$ cat config.mk
export PLATFORM = sky130hd
export DESIGN_NAME = deque_with_pair_swap_dedup
export DESIGN_NICKNAME = d
export VERILOG_FILES = /design/src/rtl/core/deq_pkg.sv /design/src/rtl/core/deque_with_pair_swap_dedup.sv /design/src/rtl/core/deq_ram.sv /design/src/rtl/core/deq_ctrl.sv
export SDC_FILE = /design/constraint.sdc
export NUM_CORES = 2
export LEC_CHECK = 0
export ABC_CLOCK_PERIOD_IN_PS = 12600
export BUFFER_PORTS_ARGS = -buffer_cell sky130_fd_sc_hd__buf_2
export CORE_ASPECT_RATIO = 0.8
export CORE_MARGIN = 3
export CORE_UTILIZATION = 40
export CTS_CLUSTER_SIZE = 30
export DETAILED_ROUTE_END_ITERATION = 8
export HOLD_SLACK_MARGIN = 0.05
export PLACE_DENSITY = 0.61
export SLEW_MARGIN = 0
export SYNTH_ARGS = -nofsm -noshare
export SYNTH_HDL_FRONTEND = slang
export SYNTH_SLANG_ARGS = --single-unit
export TNS_END_PERCENT = 30
$ cat constraint.sdc
create_clock -name clk_i -period 12.6 [get_ports clk_i]
set_clock_uncertainty 0.1 [all_clocks]
set_input_delay 0 -clock clk_i [delete_from_list [all_inputs] [get_ports clk_i]]
set_output_delay 0 -clock clk_i [all_outputs]
set_load 0.1 [all_outputs]
$ cat src/rtl/core/deq_pkg.sv
// ----------------------------------------------------------------------------
// deq_pkg: shared types and constants of the double-ended queue
// Opcodes, status codes, sequencer states and the result record.
// ----------------------------------------------------------------------------
package deq_pkg;

  localparam int unsigned OPCODE_W  = 3;
  localparam int unsigned DATA_W    = 32;
  localparam int unsigned STATUS_W  = 2;
  localparam int unsigned FILL_W    = 7;
  localparam int unsigned S_TDATA_W = 32;
  localparam int unsigned M_TDATA_W = 40;

  typedef enum logic [OPCODE_W-1:0] {
    OP_PUSH_FRONT = 3'd0,
    OP_PUSH_BACK  = 3'd1,
    OP_POP_FRONT  = 3'd2,
    OP_POP_BACK   = 3'd3,
    OP_PEEK_FRONT = 3'd4,
    OP_CLEAR      = 3'd5,
    OP_PAIR_SWAP  = 3'd6,
    OP_DEDUP      = 3'd7
  } op_e;

  typedef enum logic [STATUS_W-1:0] {
    ST_OK    = 2'd0,
    ST_EMPTY = 2'd1,
    ST_FULL  = 2'd2
  } status_e;

  typedef enum logic [2:0] {
    S_IDLE,
    S_EXEC,
    S_SW_B,
    S_SW_WA,
    S_SW_WB,
    S_DD_HEAD,
    S_DD_SCAN,
    S_FIN
  } state_e;

  typedef struct packed {
    logic [DATA_W-1:0] read_value;
    status_e           status;
    logic [FILL_W-1:0] fill_count;
    logic              is_empty;
  } res_t;

endpackage

$ cat src/rtl/core/deque_with_pair_swap_dedup.sv
// ----------------------------------------------------------------------------
// deque_with_pair_swap_dedup: bounded double-ended queue of signed words
// Ring buffer in one RAM, with pair swap and adjacent duplicate removal.
// ----------------------------------------------------------------------------
// Usage:
//   The slave channel takes one request per handshake: s_axis_tuser holds
//   the opcode, s_axis_tdata the word to push. The master channel returns
//   exactly one result per request: s_axis_tuser-style status on
//   m_axis_tuser, read value, fill count and empty flag on m_axis_tdata.
//   One request is worked on at a time. Push, pop, peek and clear go
//   from acceptance to result through accept, then execute with the RAM
//   entry already prefetched. Pair swap on n >= 2 entries reads and
//   writes back one pair at a time, dedup scans the entries one by one;
//   both are bounded by the single read and single write port of the
//   entry RAM. With fewer than two entries they finish in the execute step.
//   The next request is accepted while a finished result still waits in the
//   output register; its result is held back until that register drains.
//   Reset empties the queue (front and count to zero) at once; the entry RAM
//   is not cleared, since entries are only used after being written.
//   When the receiver stalls, the result stays on m_axis_* unchanged.
// ----------------------------------------------------------------------------
module deque_with_pair_swap_dedup #(
  parameter int unsigned DEPTH = 64,
  parameter int unsigned WIDTH = 32
) (
  input  logic                            clk_i,
  input  logic                            rst_ni,
  input  logic                            s_axis_tvalid,
  output logic                            s_axis_tready,
  input  logic [deq_pkg::S_TDATA_W-1:0]   s_axis_tdata,  // [31:0] push_value
  input  logic [deq_pkg::OPCODE_W-1:0]    s_axis_tuser,  // [2:0] opcode
  output logic                            m_axis_tvalid,
  input  logic                            m_axis_tready,
  output logic [deq_pkg::M_TDATA_W-1:0]   m_axis_tdata,  // [31:0] read_value,
                                                         // [38:32] fill_count,
                                                         // [39] is_empty
  output logic [deq_pkg::STATUS_W-1:0]    m_axis_tuser   // [1:0] status
);

  localparam int unsigned AW = $clog2(DEPTH);

  logic             ram_rd_en, ram_wr_en;
  logic [AW-1:0]    ram_rd_addr, ram_wr_addr;
  logic [WIDTH-1:0] ram_wr_data, ram_rd_data;

  logic             emit;
  logic             out_free;
  deq_pkg::res_t    res;
  deq_pkg::res_t    out_q;
  logic             out_valid_q;

  // Free when empty or draining this cycle.
  assign out_free = !out_valid_q || m_axis_tready;

  deq_ram #(
    .WIDTH (WIDTH),
    .DEPTH (DEPTH)
  ) u_ram (
    .clk_i     (clk_i),
    .wr_en_i   (ram_wr_en),
    .wr_addr_i (ram_wr_addr),
    .wr_data_i (ram_wr_data),
    .rd_en_i   (ram_rd_en),
    .rd_addr_i (ram_rd_addr),
    .rd_data_o (ram_rd_data)
  );

  deq_ctrl #(
    .WIDTH (WIDTH),
    .DEPTH (DEPTH)
  ) u_ctrl (
    .clk_i         (clk_i),
    .rst_ni        (rst_ni),
    .s_valid_i     (s_axis_tvalid),
    .s_ready_o     (s_axis_tready),
    .s_opcode_i    (deq_pkg::op_e'(s_axis_tuser)),
    .s_push_i      (s_axis_tdata),
    .out_free_i    (out_free),
    .emit_o        (emit),
    .res_o         (res),
    .ram_rd_en_o   (ram_rd_en),
    .ram_rd_addr_o (ram_rd_addr),
    .ram_wr_en_o   (ram_wr_en),
    .ram_wr_addr_o (ram_wr_addr),
    .ram_wr_data_o (ram_wr_data),
    .ram_rd_data_i (ram_rd_data)
  );

  // Output register: load on emit, drop the valid once taken.
  always_ff @(posedge clk_i or negedge rst_ni) begin
    if (!rst_ni) begin
      out_valid_q <= 1'b0;
    end else if (emit) begin
      out_valid_q <= 1'b1;
    end else if (m_axis_tready) begin
      out_valid_q <= 1'b0;
    end
  end

  always_ff @(posedge clk_i) begin
    if (emit) begin
      out_q <= res;
    end
  end

  assign m_axis_tvalid = out_valid_q;
  assign m_axis_tdata  = {out_q.is_empty, out_q.fill_count, out_q.read_value};
  assign m_axis_tuser  = out_q.status;

endmodule

$ cat src/rtl/core/deq_ram.sv
// ----------------------------------------------------------------------------
// deq_ram: generic single-port-write, single-port-read RAM
// One write and one registered read per cycle; read data holds when idle.
// ----------------------------------------------------------------------------
module deq_ram #(
  parameter int unsigned WIDTH = 32,
  parameter int unsigned DEPTH = 64
) (
  input  logic                     clk_i,
  input  logic                     wr_en_i,
  input  logic [$clog2(DEPTH)-1:0] wr_addr_i,
  input  logic [WIDTH-1:0]         wr_data_i,
  input  logic                     rd_en_i,
  input  logic [$clog2(DEPTH)-1:0] rd_addr_i,
  output logic [WIDTH-1:0]         rd_data_o
);

  logic [WIDTH-1:0] mem_q [DEPTH];
  logic [WIDTH-1:0] rd_data_q;

  always_ff @(posedge clk_i) begin
    if (wr_en_i) begin
      mem_q[wr_addr_i] <= wr_data_i;
    end
    if (rd_en_i) begin
      rd_data_q <= mem_q[rd_addr_i];
    end
  end

  assign rd_data_o = rd_data_q;

endmodule

$ cat src/rtl/core/deq_ctrl.sv
// ----------------------------------------------------------------------------
// deq_ctrl: sequencer of the double-ended queue
// Holds front index and count, drives the entry RAM, runs swap and dedup walks.
// ----------------------------------------------------------------------------
module deq_ctrl #(
  parameter int unsigned WIDTH = 32,
  parameter int unsigned DEPTH = 64
) (
  input  logic                         clk_i,
  input  logic                         rst_ni,
  input  logic                         s_valid_i,
  output logic                         s_ready_o,
  input  deq_pkg::op_e                 s_opcode_i,
  input  logic [deq_pkg::DATA_W-1:0]   s_push_i,
  input  logic                         out_free_i,
  output logic                         emit_o,
  output deq_pkg::res_t                res_o,
  output logic                         ram_rd_en_o,
  output logic [$clog2(DEPTH)-1:0]     ram_rd_addr_o,
  output logic                         ram_wr_en_o,
  output logic [$clog2(DEPTH)-1:0]     ram_wr_addr_o,
  output logic [WIDTH-1:0]             ram_wr_data_o,
  input  logic [WIDTH-1:0]             ram_rd_data_i
);

  localparam int unsigned AW = $clog2(DEPTH);
  localparam int unsigned CW = $clog2(DEPTH + 1);
  localparam int unsigned DW = deq_pkg::DATA_W;
  localparam int unsigned FW = deq_pkg::FILL_W;

  deq_pkg::state_e  state_q, state_d;
  deq_pkg::op_e     op_q, op_d;
  logic [WIDTH-1:0] push_q, push_d;
  logic [AW-1:0]    front_q, front_d;
  logic [CW-1:0]    count_q, count_d;
  logic [CW-1:0]    idx_q, idx_d;
  logic [CW-1:0]    wpos_q, wpos_d;
  logic [WIDTH-1:0] tmp_q, tmp_d;
  logic [WIDTH-1:0] last_q, last_d;

  logic [WIDTH-1:0] push_word;
  logic [DW-1:0]    rd_ext;
  logic [FW-1:0]    fill_d;
  logic             accept;
  logic             cnt_zero, cnt_full, cnt_small;
  logic             swap_more, scan_more, dup_diff;
  logic [CW-1:0]    wpos_next;

  // Ring slot of logical position pos; front + pos stays below 2 * DEPTH.
  function automatic logic [AW-1:0] slot_f(input logic [AW-1:0] front,
                                           input logic [CW-1:0] pos);
    logic [CW:0] sum;
    sum = {{(CW + 1 - AW){1'b0}}, front} + {1'b0, pos};
    if (sum >= (CW + 1)'(DEPTH)) begin
      sum = sum - (CW + 1)'(DEPTH);
    end
    return sum[AW-1:0];
  endfunction

  // Width adaptation: keep low bits going narrower, sign-extend going wider.
  if (WIDTH > DW) begin : g_wide
    assign push_word = {{(WIDTH - DW){s_push_i[DW-1]}}, s_push_i};
    assign rd_ext    = ram_rd_data_i[DW-1:0];
  end else if (WIDTH == DW) begin : g_same
    assign push_word = s_push_i;
    assign rd_ext    = ram_rd_data_i;
  end else begin : g_narrow
    assign push_word = s_push_i[WIDTH-1:0];
    assign rd_ext    = {{(DW - WIDTH){ram_rd_data_i[WIDTH-1]}}, ram_rd_data_i};
  end

  if (CW > FW) begin : g_fill_cut
    assign fill_d = count_d[FW-1:0];
  end else if (CW == FW) begin : g_fill_same
    assign fill_d = count_d;
  end else begin : g_fill_ext
    assign fill_d = {{(FW - CW){1'b0}}, count_d};
  end

  assign s_ready_o = (state_q == deq_pkg::S_IDLE);
  assign accept    = s_valid_i && s_ready_o;
  assign cnt_zero  = (count_q == '0);
  assign cnt_full  = (count_q == CW'(DEPTH));
  assign cnt_small = (count_q < CW'(2));
  assign swap_more = (({1'b0, idx_q} + (CW + 1)'(3)) < {1'b0, count_q});
  assign scan_more = (({1'b0, idx_q} + (CW + 1)'(1)) < {1'b0, count_q});
  assign dup_diff  = (ram_rd_data_i != last_q);
  assign wpos_next = dup_diff ? (wpos_q + CW'(1)) : wpos_q;

  // Next state.
  always_comb begin
    state_d = state_q;
    unique case (state_q)
      deq_pkg::S_IDLE: begin
        if (accept) state_d = deq_pkg::S_EXEC;
      end
      deq_pkg::S_EXEC: begin
        if ((op_q == deq_pkg::OP_PAIR_SWAP) && !cnt_small) begin
          state_d = deq_pkg::S_SW_B;
        end else if ((op_q == deq_pkg::OP_DEDUP) && !cnt_small) begin
          state_d = deq_pkg::S_DD_HEAD;
        end else if (out_free_i) begin
          state_d = deq_pkg::S_IDLE;
        end
      end
      deq_pkg::S_SW_B:    state_d = deq_pkg::S_SW_WA;
      deq_pkg::S_SW_WA:   state_d = deq_pkg::S_SW_WB;
      deq_pkg::S_SW_WB:   state_d = swap_more ? deq_pkg::S_SW_B : deq_pkg::S_FIN;
      deq_pkg::S_DD_HEAD: state_d = deq_pkg::S_DD_SCAN;
      deq_pkg::S_DD_SCAN: state_d = scan_more ? deq_pkg::S_DD_SCAN : deq_pkg::S_FIN;
      deq_pkg::S_FIN: begin
        if (out_free_i) state_d = deq_pkg::S_IDLE;
      end
      default:            state_d = deq_pkg::S_IDLE;
    endcase
  end

  // Outputs and datapath.
  always_comb begin
    op_d          = op_q;
    push_d        = push_q;
    front_d       = front_q;
    count_d       = count_q;
    idx_d         = idx_q;
    wpos_d        = wpos_q;
    tmp_d         = tmp_q;
    last_d        = last_q;
    ram_rd_en_o   = 1'b0;
    ram_rd_addr_o = front_q;
    ram_wr_en_o   = 1'b0;
    ram_wr_addr_o = front_q;
    ram_wr_data_o = push_q;
    emit_o        = 1'b0;
    res_o.read_value = '0;
    res_o.status     = deq_pkg::ST_OK;

    unique case (state_q)
      deq_pkg::S_IDLE: begin
        if (accept) begin
          // Prefetch the entry a pop or peek will return.
          op_d        = s_opcode_i;
          push_d      = push_word;
          idx_d       = '0;
          ram_rd_en_o = 1'b1;
          if (s_opcode_i == deq_pkg::OP_POP_BACK) begin
            ram_rd_addr_o = slot_f(front_q, count_q - CW'(1));
          end
        end
      end
      deq_pkg::S_EXEC: begin
        unique case (op_q)
          deq_pkg::OP_PUSH_FRONT, deq_pkg::OP_PUSH_BACK: begin
            if (out_free_i) begin
              emit_o = 1'b1;
              if (cnt_full) begin
                res_o.status = deq_pkg::ST_FULL;
              end else begin
                ram_wr_en_o = 1'b1;
                count_d     = count_q + CW'(1);
                if (op_q == deq_pkg::OP_PUSH_FRONT) begin
                  front_d = (front_q == '0) ? AW'(DEPTH - 1) : front_q - AW'(1);
                  ram_wr_addr_o = front_d;
                end else begin
                  ram_wr_addr_o = slot_f(front_q, count_q);
                end
              end
            end
          end
          deq_pkg::OP_POP_FRONT, deq_pkg::OP_POP_BACK, deq_pkg::OP_PEEK_FRONT: begin
            if (out_free_i) begin
              emit_o = 1'b1;
              if (cnt_zero) begin
                res_o.status = deq_pkg::ST_EMPTY;
              end else begin
                res_o.read_value = rd_ext;
                if (op_q == deq_pkg::OP_POP_FRONT) begin
                  count_d = count_q - CW'(1);
                  front_d = (front_q == AW'(DEPTH - 1)) ? '0 : front_q + AW'(1);
                end else if (op_q == deq_pkg::OP_POP_BACK) begin
                  count_d = count_q - CW'(1);
                end
              end
            end
          end
          deq_pkg::OP_CLEAR: begin
            if (out_free_i) begin
              emit_o  = 1'b1;
              count_d = '0;
            end
          end
          deq_pkg::OP_PAIR_SWAP, deq_pkg::OP_DEDUP: begin
            if (!cnt_small) begin
              // Start the walk at the front entry.
              ram_rd_en_o = 1'b1;
              if (op_q == deq_pkg::OP_DEDUP) begin
                idx_d  = CW'(1);
                wpos_d = '0;
              end
            end else if (out_free_i) begin
              emit_o = 1'b1;
            end
          end
          default: ;
        endcase
      end
      deq_pkg::S_SW_B: begin
        tmp_d         = ram_rd_data_i;
        ram_rd_en_o   = 1'b1;
        ram_rd_addr_o = slot_f(front_q, idx_q + CW'(1));
      end
      deq_pkg::S_SW_WA: begin
        ram_wr_en_o   = 1'b1;
        ram_wr_addr_o = slot_f(front_q, idx_q);
        ram_wr_data_o = ram_rd_data_i;
      end
      deq_pkg::S_SW_WB: begin
        ram_wr_en_o   = 1'b1;
        ram_wr_addr_o = slot_f(front_q, idx_q + CW'(1));
        ram_wr_data_o = tmp_q;
        idx_d         = idx_q + CW'(2);
        if (swap_more) begin
          ram_rd_en_o   = 1'b1;
          ram_rd_addr_o = slot_f(front_q, idx_q + CW'(2));
        end
      end
      deq_pkg::S_DD_HEAD: begin
        last_d        = ram_rd_data_i;
        ram_rd_en_o   = 1'b1;
        ram_rd_addr_o = slot_f(front_q, idx_q);
      end
      deq_pkg::S_DD_SCAN: begin
        // Writes land at or below the scan position, reads run ahead of it.
        wpos_d = wpos_next;
        if (dup_diff) begin
          ram_wr_en_o   = 1'b1;
          ram_wr_addr_o = slot_f(front_q, wpos_next);
          ram_wr_data_o = ram_rd_data_i;
          last_d        = ram_rd_data_i;
        end
        if (scan_more) begin
          ram_rd_en_o   = 1'b1;
          ram_rd_addr_o = slot_f(front_q, idx_q + CW'(1));
          idx_d         = idx_q + CW'(1);
        end else begin
          count_d = wpos_next + CW'(1);
        end
      end
      deq_pkg::S_FIN: begin
        emit_o = out_free_i;
      end
      default: ;
    endcase

    res_o.fill_count = fill_d;
    res_o.is_empty   = (count_d == '0);
  end

  always_ff @(posedge clk_i or negedge rst_ni) begin
    if (!rst_ni) begin
      state_q <= deq_pkg::S_IDLE;
      front_q <= '0;
      count_q <= '0;
    end else begin
      state_q <= state_d;
      front_q <= front_d;
      count_q <= count_d;
    end
  end

  always_ff @(posedge clk_i) begin
    op_q   <= op_d;
    push_q <= push_d;
    idx_q  <= idx_d;
    wpos_q <= wpos_d;
    tmp_q  <= tmp_d;
    last_q <= last_d;
  end

endmodule

==> out/results.tsv <==
metric	value	unit
run status	finished with violations	
violated checks	max-capacitance violations, max-slew violations	
top cell type's share of synthesized area	74.60	%
worst-skew pair later-pin latency	0.88	ns
root buf cell	clkbuf_16	
via-per-instance ratio	6.026	
Worst EP required	12.92	ns
largest net degree at the start of global routing	128	
Final min period	7.970	ns
largest cells by area after synthesis	edfxtp_1 (75%), mux4_2 (5.1%), nand2_1 (4.2%)	
total internal power	11.84	mW
antenna viol nets, final	0	
Clk pwr share	44.5	%
Flop pwr share	55.3	%
CTS buffer count	218	
CP Launch Type	flop	
DRC	0	
Tcrit/Tclk final	63.25	%
Setup TNS Final	0	ns
crit path from	u_ram.rd_data_o[4]	
Net Sw Frac	19.29	%
row count	155	
RSZ-0062 raised after global routing	false	
area of the multi-input gates	0.02170	mm2
syn_area_per_cell	16.24	um2
#FFs+latches synth	2252	
Total Wirelength	282.6	mm
All-Layer GR Usage	24.05	%
Post-synth EDFFs	2235	
gpl congestion	0.9320	
drt first pass iters	6	
Slew HR	-1.168	%
count leader, synth	edfxtp_1	
Final Hold Viols	0	
Post-Layout Cell Count	8926	
first-pass GRT wire length	395.6	mm
Synth warnings	0	
max-slew violation count	2	
critical path capture point type	flop	
routed len/inst	31.66	um
antenna violations before repair	24	
Commonest cells post-synth	edfxtp_1 (2235), nand2_1 (999), nand3_1 (293), mux4_2 (205), mux2i_1 (183)	
Hold/Removal Path Class	in -> reg	
HP Start	m_axis_tready	
nets@finish	5867	
Die Height	430.2	um
die area	0.2307	mm2
post-CTS setup buffers	0	
FILL cells	18941	
clk slew on worst S/H paths	0.07	ns
P_sw	2.829	mW
Die Wd	536.2	um
Seq/Total Area, Yosys	75.08	%
cell count after synthesis	5540	
leakage	32.30	nW
vias in the first global route	50356	
post-synth cell types	91	
Crit path arrival time	8.29	ns
Synth Flop Type	edfxtp_1	
grt total ovfl	0	
hpwl dp	167.7	mm
VDD IR-drop max	114.9	uV
1st-iter DRT viols	9207	
Mapped Area	0.08996	mm2
CTS H-tree depth	4	
port bufs	82	
vias post-DR	53791	
Starting Density	40.27	%
placed cell count	8455	
share of layout cells above drive strength 1	15.17	%
endpoints failing setup	0	
crit-path max FO	32	
Synth Net Count	5638	
register area	0.06754	mm2
maximum clock frequency	125.5	MHz
worst r2r src	u_ram.rd_data_o[4]	
Longest Clk Path Bufs	4	
CTS tree	yes	
CTS sink count	2252	
measured slew at the worst slew-check pin	1.502	ns
Area Growth Syn to Fin	14.06	%
ys async rst share	0.7549	%
CORE AREA	0.2234	mm2
largest area contributor in the netlist	edfxtp_1	
Combinational Power Share	0.2	%
IO Count	83	
post-cts repair resize count	0	
Max Cap Viol	1	
Crit Path Category	reg -> reg	
power density over the cells	142.9	mW/mm2
[final timing paths]
kind	endpoint	slack, ns	depth (start not counted)
min in group asynchronous	u_ctrl.state_q[1]	0.26	3
max	u_ram.mem_q[35][11]	4.63	17
min reg2reg	u_ctrl.last_q[13]	0.43	0
max reg2reg	u_ram.mem_q[35][11]	4.63	17
min	u_ctrl.state_q[1]	0.15	5
max in group asynchronous	u_ctrl.front_q[2]	11.59	3
[placed cells by master (no fill, tap or decap), drive strengths merged, types with 10 or more instances in the layout]
| cell type | instances |
|---|---|
| edfxtp | 2235 |
| nand2 | 1000 |
| nand3 | 293 |
| clkbuf | 258 |
| buf | 244 |
| mux4 | 205 |
| mux2i | 183 |
| a32oi | 150 |
| nor2 | 149 |
| a31oi | 111 |
| o21ai | 104 |
| nand4 | 101 |
| clkinv | 90 |
| a22oi | 81 |
| dlygate4sd3 | 76 |
| a21oi | 69 |
| xor2 | 57 |
| ha | 53 |
| and2 | 48 |
| inv | 41 |
| xnor2 | 35 |
| and3 | 32 |
| bufinv | 26 |
| a221oi | 24 |
| o211ai | 22 |
| nor3 | 18 |
| dfrtp | 17 |
| or3 | 15 |
| a21o | 15 |
| a211oi | 14 |
| nor4 | 13 |
| nand2b | 11 |
| nor2b | 11 |
| diode | 10 |
| a221o | 10 |
[critical path, cell delays in order (launching register included)]
cell	delay [ns]
edfxtp_1	0.46
xor2_1	0.20
nor4_1	0.51
nand4_1	0.35
nor2_1	0.75
mux2_2	0.46
ha_1	0.28
a21o_1	0.15
a21oi_1	0.23
o21bai_1	0.09
a21oi_1	0.20
xnor2_1	0.15
nor2_1	0.08
a21oi_1	0.20
nor3_1	0.10
a211oi_4	0.98
nand4b_1	0.99
nor2_4	1.21
[area by class of cell]
type,count,share of cell area [%]
inverters,35,0.1280
clock buffers,258,5.483
clock inverters,126,1.295
diodes,10,0.02439
multi-input cells,2942,21.15
repair buffers,320,2.461
flip-flops and latches,2252,65.82
well taps,2983,3.637
[flip-flops by register name, indices dropped and copies added (netlist names)]
register         cells
u_ctrl.push_q       32
u_ctrl.op_q          3
u_ctrl.tmp_q        32
u_ctrl.front_q       6
m_axis_tvalid        1
m_axis_tuser         2
m_axis_tdata        40
u_ctrl.count_q       7
u_ram.rd_data_o     32
u_ram.mem_q       2048
u_ctrl.last_q       32
u_ctrl.state_q       3
u_ctrl.idx_q         7
u_ctrl.wpos_q        7
[what timing repair did]
item                       4_1_cts  5_1_grt
setup endpoints to repair        0        0
hold buffers                    76        0
hold endpoints to repair       110        0
[through the flow]
step | area, um2 | utilization, % | total power, mW | hold slack, ns | setup WS, ns
finish | 102600 | 45.93 | 14.67 | 0.1497 | 4.630
global route | 102600 | 45.92 | 15.03 | 0.1939 | 4.308
CTS | 102600 | 45.91 | 14.73 | 0.08977 | 4.730
detailed placement | 94860 | 42.46 | 8.275 | -0.1371 | 4.792
global placement | 94860 | 42.46 | 8.275 | -0.1418 | 4.692
floorplan | 89960 | - | 8.267 | -0.3956 | 6.442
[layer usage]
metal  track usage [%]  vias up  share of wire, %
met5                 0        -             0.012
met4             7.477        4               3.5
met3             7.461      451                14
met2             33.44     3488                42
met1             35.92    27669                41
li1                  -    22179                 -
[power groups by stage]
stage	combinational [mW]	sequential (mW)	clock (mW)
after floorplan	0.000279	8.27	0
after global placement	0.00832	8.27	0
after detailed placement	0.00829	8.27	0
after CTS	0.0267	8.11	6.59
after global routing	0.0291	8.10	6.90
final	0.0269	8.11	6.53
[kinds of logic (layout without fill, tap and decap cells)]
kind of cell             count (synthesis)  in the layout  share of synthesized area [%]
flip-flops                            2252           2252                          75.08
AO/OA/AOI/OAI                          677            677                          5.529
other                                    0             10                              0
multiplexers                           391            391                          7.206
buffers and inverters                  346            739                          1.954
XOR/XNOR                                92             92                         0.8957
adder cells (fa/ha/maj)                 59             59                         0.8707
AND/OR/NAND/NOR                       1723           1723                          8.467
No activity file was read; power rests on OpenSTA's default activity.
